==> src/sv/pec_pkg.sv <==
`timescale 1ns / 1ps
// Shared constants, codes and pipeline types for the polynomial easing curve.
package pec_pkg;

   localparam int FRAC_BITS   = 16;
   localparam int WORD_WIDTH  = FRAC_BITS + 1;
   localparam int PROD_WIDTH  = 2 * WORD_WIDTH;
   localparam int MUL_STAGES  = 4;
   localparam int STEP_WIDTH  = 3;
   localparam int CSR_WIDTH   = 3;
   localparam int CSR_IDX_W   = 1;

   localparam logic [WORD_WIDTH-1:0] ONE  = WORD_WIDTH'(1) << FRAC_BITS;
   localparam logic [WORD_WIDTH-1:0] HALF = WORD_WIDTH'(1) << (FRAC_BITS - 1);

   localparam logic [CSR_IDX_W-1:0] CSR_CURVE_KIND = 1'd0;
   localparam logic [CSR_IDX_W-1:0] CSR_DEGREE     = 1'd1;

   localparam logic [CSR_WIDTH-1:0] KIND_LINEAR = 3'd0;
   localparam logic [CSR_WIDTH-1:0] KIND_IN     = 3'd1;
   localparam logic [CSR_WIDTH-1:0] KIND_OUT    = 3'd2;
   localparam logic [CSR_WIDTH-1:0] KIND_IN_OUT = 3'd3;
   localparam logic [CSR_WIDTH-1:0] KIND_OUT_IN = 3'd4;

   localparam logic [CSR_WIDTH-1:0] DEGREE_RESET = 3'd2;
   localparam logic [CSR_WIDTH-1:0] DEGREE_MIN   = 3'd2;
   localparam logic [CSR_WIDTH-1:0] DEGREE_MAX   = 3'd5;

   typedef enum logic [2:0] {
      POST_PLAIN,
      POST_INV,
      POST_HALF,
      POST_INV_HALF,
      POST_HALF_INV,
      POST_HALF_UP
   } post_type;

   typedef struct packed {
      logic                  valid;
      logic [STEP_WIDTH-1:0] steps;
      post_type              post;
      logic [WORD_WIDTH-1:0] base;
      logic [WORD_WIDTH-1:0] power;
   } stage_type;

endpackage

==> src/sv/pec_mul_stage.sv <==
`timescale 1ns / 1ps
// One registered Q-format multiply step of the power chain.
module pec_mul_stage (
   input  logic              clock,
   input  logic              reset,
   input  pec_pkg::stage_type stage_in,
   output pec_pkg::stage_type stage_out
);
   import pec_pkg::*;

   logic [PROD_WIDTH-1:0] prod;
   stage_type             stage_in_w;
   stage_type             stage_ff;

   always_comb begin
      prod = PROD_WIDTH'(stage_in.power) * PROD_WIDTH'(stage_in.base)
             + PROD_WIDTH'(HALF);
      stage_in_w = stage_in;
      if (stage_in.steps != '0) begin
         stage_in_w.power = prod[FRAC_BITS +: WORD_WIDTH];
         stage_in_w.steps = stage_in.steps - STEP_WIDTH'(1);
      end
   end

   always_ff @(posedge clock) begin
      if (reset) begin
         stage_ff <= '0;
      end else begin
         stage_ff <= stage_in_w;
      end
   end

   assign stage_out = stage_ff;

endmodule

==> src/sv/polynomial_easing_curve.sv <==
`timescale 1ns / 1ps
// Top level: polynomial easing curve, Q16 progress in, Q16 eased value out.
//
// Usage:
//   A transaction enters when start is high and busy is low. busy is always
//   low, so a new progress value can be issued on every clock.
//   Each result appears on rsp_eased for exactly one cycle with rsp_valid
//   high, after the entry, four multiply and output registers, in issue order.
//   Throughput is one transaction per cycle: the base select, four
//   17x17 multiply stages and the final adjust stage are fully pipelined.
//   curve_kind (index 0) and degree (index 1) are written through
//   csr_write_enable/csr_index/csr_data; write them only while no
//   transaction is in flight.
//   Reset clears the pipeline valid bits and sets curve_kind to linear and
//   degree to 2. The receiver cannot stall, so there is no back pressure.
module polynomial_easing_curve (
   input  logic                                clock,
   input  logic                                reset,
   input  logic                                start,
   output logic                                busy,
   input  logic [pec_pkg::WORD_WIDTH-1:0]      req_progress,
   output logic                                rsp_valid,
   output logic [pec_pkg::WORD_WIDTH-1:0]      rsp_eased,
   input  logic                                csr_write_enable,
   input  logic [pec_pkg::CSR_IDX_W-1:0]       csr_index,
   input  logic [pec_pkg::CSR_WIDTH-1:0]       csr_data
);
   import pec_pkg::*;

   logic [CSR_WIDTH-1:0]  kind_ff;
   logic [CSR_WIDTH-1:0]  degree_ff;
   logic [CSR_WIDTH-1:0]  degree_eff;
   logic [WORD_WIDTH-1:0] u;
   logic [WORD_WIDTH-1:0] one_minus_u;
   logic [WORD_WIDTH-1:0] half_minus_u;
   logic [WORD_WIDTH-1:0] u_minus_half;
   logic                  low_half;
   stage_type             entry_in;
   stage_type             entry_ff;
   stage_type             chain [MUL_STAGES+1];
   stage_type             last;
   logic [WORD_WIDTH-1:0] p_half;
   logic [WORD_WIDTH-1:0] eased_in;
   logic [WORD_WIDTH-1:0] eased_ff;
   logic                  valid_ff;

   assign busy = 1'b0;

   always_ff @(posedge clock) begin
      if (reset) begin
         kind_ff   <= KIND_LINEAR;
         degree_ff <= DEGREE_RESET;
      end else if (csr_write_enable) begin
         case (csr_index)
            CSR_CURVE_KIND: kind_ff   <= csr_data;
            CSR_DEGREE:     degree_ff <= csr_data;
            default:        ;
         endcase
      end
   end

   always_comb begin
      if (degree_ff < DEGREE_MIN) begin
         degree_eff = DEGREE_MIN;
      end else if (degree_ff > DEGREE_MAX) begin
         degree_eff = DEGREE_MAX;
      end else begin
         degree_eff = degree_ff;
      end
   end

   // stage 0: clamp and pick the base of the power
   always_comb begin
      u            = (req_progress > ONE) ? ONE : req_progress;
      one_minus_u  = ONE - u;
      half_minus_u = HALF - u;
      u_minus_half = u - HALF;
      low_half     = (u < HALF);

      entry_in.valid = start;
      entry_in.steps = STEP_WIDTH'(degree_eff - CSR_WIDTH'(1));
      entry_in.post  = POST_PLAIN;
      entry_in.base  = u;
      case (kind_ff)
         KIND_IN: begin
            entry_in.base = u;
         end
         KIND_OUT: begin
            entry_in.base = one_minus_u;
            entry_in.post = POST_INV;
         end
         KIND_IN_OUT: begin
            if (low_half) begin
               entry_in.base = {u[WORD_WIDTH-2:0], 1'b0};
               entry_in.post = POST_HALF;
            end else begin
               entry_in.base = {one_minus_u[WORD_WIDTH-2:0], 1'b0};
               entry_in.post = POST_INV_HALF;
            end
         end
         KIND_OUT_IN: begin
            if (low_half) begin
               entry_in.base = {half_minus_u[WORD_WIDTH-2:0], 1'b0};
               entry_in.post = POST_HALF_INV;
            end else begin
               entry_in.base = {u_minus_half[WORD_WIDTH-2:0], 1'b0};
               entry_in.post = POST_HALF_UP;
            end
         end
         default: begin
            entry_in.steps = '0;
         end
      endcase
      entry_in.power = entry_in.base;
   end

   always_ff @(posedge clock) begin
      if (reset) begin
         entry_ff <= '0;
      end else begin
         entry_ff <= entry_in;
      end
   end

   assign chain[0] = entry_ff;

   for (genvar i = 0; i < MUL_STAGES; i++) begin : g_mul
      pec_mul_stage u_mul (
         .clock     (clock),
         .reset     (reset),
         .stage_in  (chain[i]),
         .stage_out (chain[i+1])
      );
   end

   assign last = chain[MUL_STAGES];

   // final adjust: inversion, halving and offset
   always_comb begin
      p_half = last.power >> 1;
      case (last.post)
         POST_PLAIN:    eased_in = last.power;
         POST_INV:      eased_in = ONE - last.power;
         POST_HALF:     eased_in = p_half;
         POST_INV_HALF: eased_in = ONE - p_half;
         POST_HALF_INV: eased_in = (ONE - last.power) >> 1;
         POST_HALF_UP:  eased_in = p_half + HALF;
         default:       eased_in = last.power;
      endcase
   end

   always_ff @(posedge clock) begin
      eased_ff <= eased_in;
      if (reset) begin
         valid_ff <= 1'b0;
      end else begin
         valid_ff <= last.valid;
      end
   end

   assign rsp_valid = valid_ff;
   assign rsp_eased = eased_ff;

endmodule
==> config.mk <==
export PLATFORM = sky130hd
export DESIGN_NAME = polynomial_easing_curve
export DESIGN_NICKNAME = d
export VERILOG_FILES = /design/src/sv/pec_pkg.sv /design/src/sv/pec_mul_stage.sv /design/src/sv/polynomial_easing_curve.sv
export SDC_FILE = /design/constraint.sdc
export NUM_CORES = 2
export LEC_CHECK = 0
export ABC_CLOCK_PERIOD_IN_PS = 13700
export BUFFER_PORTS_ARGS = -buffer_cell sky130_fd_sc_hd__buf_2
export CORE_MARGIN = 5
export CORE_UTILIZATION = 30
export CTS_BUF_LIST = sky130_fd_sc_hd__clkbuf_4
export DETAILED_ROUTE_END_ITERATION = 6
export SYNTH_ARGS = -nofsm -noshare
export SYNTH_HDL_FRONTEND = slang
export SYNTH_SLANG_ARGS = --single-unit
export TNS_END_PERCENT = 20
==> constraint.sdc <==
create_clock -name clock -period 13.7 [get_ports clock]
set_input_delay 1.37 -clock clock [delete_from_list [all_inputs] [get_ports clock]]
set_output_delay 1.37 -clock clock [all_outputs]
set_load 0.05 [all_outputs]
==> out/qor.json <==
{
  "track_usage": {"value": 14.8, "unit": "%"},
  "dr_total_vias": {"value": 32100},
  "min_period": {"value": 6.81, "unit": "ns"},
  "synth_warnings": {"value": 0},
  "cp_slowest_stage_delay": {"value": 0.97, "unit": "ns"},
  "initial_antenna_violation_count": {"value": 9},
  "cp.required": {"value": 14.39, "unit": "ns"},
  "post_synth_xor_xnor_area": {"value": 2.01, "unit": "%"},
  "fin_crit_sh": {"value": 49.7, "unit": "%"},
  "cts.sinks": {"value": 192},
  "critPathSlowestCell": {"value": "sky130_fd_sc_hd__dfxtp_1"},
  "die-width": {"value": 391, "unit": "µm"},
  "post_synth_and_or_nand_nor_area_fraction": {"value": 17.9, "unit": "%"},
  "synth_top_family_by_area": {"value": "adder cells"},
  "fin_nets": {"value": 6197},
  "critical_path_arrival": {"value": 7.50, "unit": "ns"},
  "critical_path.startpoint_type": {"value": "flip-flop"},
  "hpwl": {"value": 84700, "unit": "µm"},
  "final_setup_violation_count": {"value": 0},
  "seq_area_frac_synth": {"value": 8.81, "unit": "%"},
  "timing.clock.skew": {"value": 0.0308, "unit": "ns"},
  "critPathMostFrequentCell": {"value": "sky130_fd_sc_hd__fa_1"},
  "path_buf_inv": {"value": 3},
  "vias_per_cell": {"value": 4.73},
  "synth-edff-count": {"value": 0},
  "max_clock_freq": {"value": 147, "unit": "MHz"},
  "port-buffer-count": {"value": 42},
  "worst_hold_margin": {"value": 0.450, "unit": "ns"},
  "fin_util": {"value": 31.7, "unit": "%"},
  "postCtsResizedCells": {"value": 0},
  "end_kind": {"value": "flip-flop"},
  "syn_to_final_growth": {"value": 5.50, "unit": "%"},
  "floorplan.die.height": {"value": 391, "unit": "µm"},
  "postSynthAreaPerCell": {"value": 8.79, "unit": "µm²"},
  "synth_compound_area_share": {"value": 6.69, "unit": "%"},
  "pre_cts_ws": {"value": 6.90, "unit": "ns"},
  "ir_drop": {"value": 0.0678, "unit": "mV"},
  "worst_slew_pin_slew": {"value": 1.08, "unit": "ns"},
  "worst-r2r-setup-slack": {"value": 6.89, "unit": "ns"},
  "gp_routability_congestion": {"value": 0.847},
  "cp.depth": {"value": 19},
  "synthDistinctLibCells": {"value": 81},
  "first_iter_violations": {"value": 1962},
  "ant_nets": {"value": 0},
  "synth_adder_area_share": {"value": 52.7, "unit": "%"},
  "max-clock-path-buffers": {"value": 2},
  "drt-wirelength-per-cell": {"value": 16.1, "unit": "µm"},
  "design.die.area": {"value": 153000, "unit": "µm²"},
  "netlist_area_before_placement": {"value": 43600, "unit": "µm²"},
  "firstDrtPassIters": {"value": 5},
  "cts_max_level": {"value": 4},
  "syn_nets": {"value": 6305},
  "effective_utilization_at_floorplan": {"value": 30.1, "unit": "%"},
  "report.final.hold_viol_count": {"value": 0},
  "p_leak": {"value": 0.0237, "unit": "µW"},
  "worst_hold_class": {"value": "reg2reg"},
  "pwr_density_cell": {"value": 34.7, "unit": "nW/µm²"},
  "yosys_register_bits": {"value": 192},
  "status": {"value": "finished clean"},
  "detail_route.wirelength": {"value": 109000, "unit": "µm"},
  "synthMuxAreaShare": {"value": 0.542, "unit": "%"},
  "gr-total-overflow": {"value": 0},
  "setup.worst_path.class": {"value": "reg2reg"},
  "post_syn_instances": {"value": 4959},
  "worstRegToRegCells": {"value": 19},
  "maxSlewHeadroom": {"value": 28.0, "unit": "%"},
  "rows": {"value": 140},
  "core_region_area": {"value": 145000, "unit": "µm²"},
  "cts_stage_hold_buffer_count": {"value": 0},
  "cts_tree": {"value": "built"},
  "clk-insertion-delay-late": {"value": 0.78, "unit": "ns"},
  "worstHoldPathCells": {"value": 1},
  "io_pins": {"value": 44},
  "setup_tns": {"value": 0, "unit": "ns"},
  "final.setup.worst_slack": {"value": 6.89, "unit": "ns"},
  "grt_start_max_net_pins": {"value": 73},
  "grt_pass1_wl": {"value": 183000, "unit": "µm"},
  "power": {"value": 1600, "unit": "µW"},
  "clkTransAtPathRegs": {"value": 0.19, "unit": "ns"},
  "remaining_drc_errors": {"value": 0},
  "ys.flop_type": {"value": "sky130_fd_sc_hd__dfxtp_1"},
  "cp_top_family": {"value": "adder cells"},
  "drive_gt1_share": {"value": 3.08, "unit": "%"},
  "final-max-slew-violation-count": {"value": 0},
  "first_global_vias": {"value": 34700},
  "cts_root_buf": {"value": "sky130_fd_sc_hd__clkbuf_4"},
  "cts_made_buffers": {"value": 17},
  "critical_path.max_fanout": {"value": 17},
  "postSynth.asyncResetShare": {"value": 0, "unit": "%"},
  "unrepaired_setup_endpoints_after_global_routing": {"value": "false"},
  "timing.critical_path.cells": {"value": "nand2_1 -> fa_1 -> inv_1 -> fa_1 -> fa_1 -> fa_1 -> fa_1 -> inv_1 -> fa_1 -> inv_1 -> ha_1 -> nand4_1 -> nor3_1 -> a22o_1 -> o31a_1 -> a2111oi_4 -> nor2b_1 -> or3_1 -> a32o_1"},
  "fill_cells": {"value": 15200},
  "post-cts-setup-buffers": {"value": 0},
  "drv_cap": {"value": 0}
}
[layout by cell type (no fill, tap or decap), types with 18 or more instances in the layout]
cell / Yosys / final
sky130_fd_sc_hd__a21oi_1: 138 / 138
sky130_fd_sc_hd__or3_1: 18 / 18
sky130_fd_sc_hd__buf_2: 4 / 41
sky130_fd_sc_hd__fa_1: 862 / 862
sky130_fd_sc_hd__o22ai_1: 20 / 20
sky130_fd_sc_hd__inv_1: 1091 / 1091
sky130_fd_sc_hd__a21o_1: 23 / 23
sky130_fd_sc_hd__nand2_1: 646 / 646
sky130_fd_sc_hd__buf_4: 4 / 46
sky130_fd_sc_hd__nor3_1: 43 / 43
sky130_fd_sc_hd__and2_1: 495 / 495
sky130_fd_sc_hd__xor2_1: 35 / 35
sky130_fd_sc_hd__ha_1: 459 / 459
sky130_fd_sc_hd__mux2i_1: 18 / 18
sky130_fd_sc_hd__xnor2_1: 65 / 65
sky130_fd_sc_hd__nor2_1: 146 / 146
sky130_fd_sc_hd__a211oi_1: 20 / 20
sky130_fd_sc_hd__o21ai_0: 101 / 101
sky130_fd_sc_hd__dfxtp_1: 192 / 192
sky130_fd_sc_hd__nor2b_1: 82 / 82
sky130_fd_sc_hd__nand3_1: 34 / 34
[metal layers]
metal,global-route usage (%),share of wire (%),vias up
li1,-,-,14800
met1,19.7,44,16300
met2,25.7,49,839
met3,1.70,4.7,164
met4,3.58,2.0,0
met5,0,0,-
[where the power goes]
group / switching (µW) / internal (µW) / total, µW
clock network: 237 / 95.9 / 333
logic: 379 / 218 / 596
registers: 80.0 / 586 / 666
total: 696 / 900 / 1600
[per-stage QoR]
step / area [µm²] / instances
after floorplan: 43600 / 4959
after global placement: 45700 / 6749
after detailed placement: 45700 / 6749
after CTS: 46000 / 6781
after global routing: 46000 / 6783
final: 46000 / 6783
[cell families after synthesis]
group                    count (synthesis)
adder cells (fa/ha/maj)               1321
multiplexers                            23
flip-flops                             192
buffers and inverters                 1308
AND/OR/NAND/NOR                       1561
AO/OA/AOI/OAI                          453
other                                    1
XOR/XNOR                               100
[synth_stat cells (8+ instances only)]
cell type / number / area, µm²
sky130_fd_sc_hd__a211oi_1: 20 / 150
sky130_fd_sc_hd__a21o_1: 23 / 173
sky130_fd_sc_hd__a21oi_1: 138 / 691
sky130_fd_sc_hd__a221oi_1: 8 / 70.1
sky130_fd_sc_hd__a22oi_1: 9 / 67.6
sky130_fd_sc_hd__a31oi_1: 15 / 93.8
sky130_fd_sc_hd__a32oi_1: 8 / 70.1
sky130_fd_sc_hd__and2_1: 495 / 3100
sky130_fd_sc_hd__and3_1: 14 / 87.6
sky130_fd_sc_hd__and4_1: 8 / 70.1
sky130_fd_sc_hd__buf_1: 9 / 33.8
sky130_fd_sc_hd__clkbuf_1: 195 / 732
sky130_fd_sc_hd__dfxtp_1: 192 / 3840
sky130_fd_sc_hd__fa_1: 862 / 17300
sky130_fd_sc_hd__ha_1: 459 / 5740
sky130_fd_sc_hd__inv_1: 1091 / 4100
sky130_fd_sc_hd__mux2i_1: 18 / 180
sky130_fd_sc_hd__nand2_1: 646 / 2420
sky130_fd_sc_hd__nand2b_1: 17 / 106
sky130_fd_sc_hd__nand3_1: 34 / 170
sky130_fd_sc_hd__nand3b_1: 8 / 60.1
sky130_fd_sc_hd__nand4_1: 13 / 81.3
sky130_fd_sc_hd__nor2_1: 146 / 548
sky130_fd_sc_hd__nor2b_1: 82 / 513
sky130_fd_sc_hd__nor3_1: 43 / 215
sky130_fd_sc_hd__o211ai_1: 14 / 105
sky130_fd_sc_hd__o21a_1: 13 / 97.6
sky130_fd_sc_hd__o21ai_0: 101 / 505
sky130_fd_sc_hd__o221ai_1: 9 / 78.8
sky130_fd_sc_hd__o22ai_1: 20 / 125
sky130_fd_sc_hd__o31ai_1: 8 / 60.1
sky130_fd_sc_hd__or2_2: 9 / 56.3
sky130_fd_sc_hd__or3_1: 18 / 113
sky130_fd_sc_hd__xnor2_1: 65 / 569
sky130_fd_sc_hd__xor2_1: 35 / 307
[worst paths after layout]
path                                                                end                                    start
worst min-delay path            g_mul[3].u_mul.stage_out[34]$_SDFF_PP0_  g_mul[2].u_mul.stage_out[34]$_SDFF_PP0_
worst min register to register  g_mul[3].u_mul.stage_out[34]$_SDFF_PP0_  g_mul[2].u_mul.stage_out[34]$_SDFF_PP0_
worst max register to register  g_mul[3].u_mul.stage_out[15]$_SDFF_PP0_  g_mul[2].u_mul.stage_out[29]$_SDFF_PP0_
worst max-delay path            g_mul[3].u_mul.stage_out[15]$_SDFF_PP0_  g_mul[2].u_mul.stage_out[29]$_SDFF_PP0_
[registers in the layout (all words and copies together), names as in the netlist]
| register | flops |
|---|---|
| rsp_eased | 17 |
| kind_ff | 3 |
| rsp_valid | 1 |
| chain | 24 |
| g_mul.u_mul.stage_out | 144 |
| degree_ff | 3 |
[cell type report]
| cell class | count | area [µm²] | share of cell area [%] |
|---|---|---|---|
| Timing Repair Buffer | 88 | 562 | 1.22 |
| Tap cell | 1917 | 2400 | 5.21 |
| Clock buffer | 17 | 128 | 0.277 |
| Antenna cell | 2 | 5.00 | 0.0109 |
| Inverter | 1093 | 4100 | 8.92 |
| Clock inverter | 15 | 153 | 0.332 |
| Multi-Input combinational cell | 3459 | 34800 | 75.7 |
| Sequential cell | 192 | 3840 | 8.35 |
(Power assumes the default switching activity.)
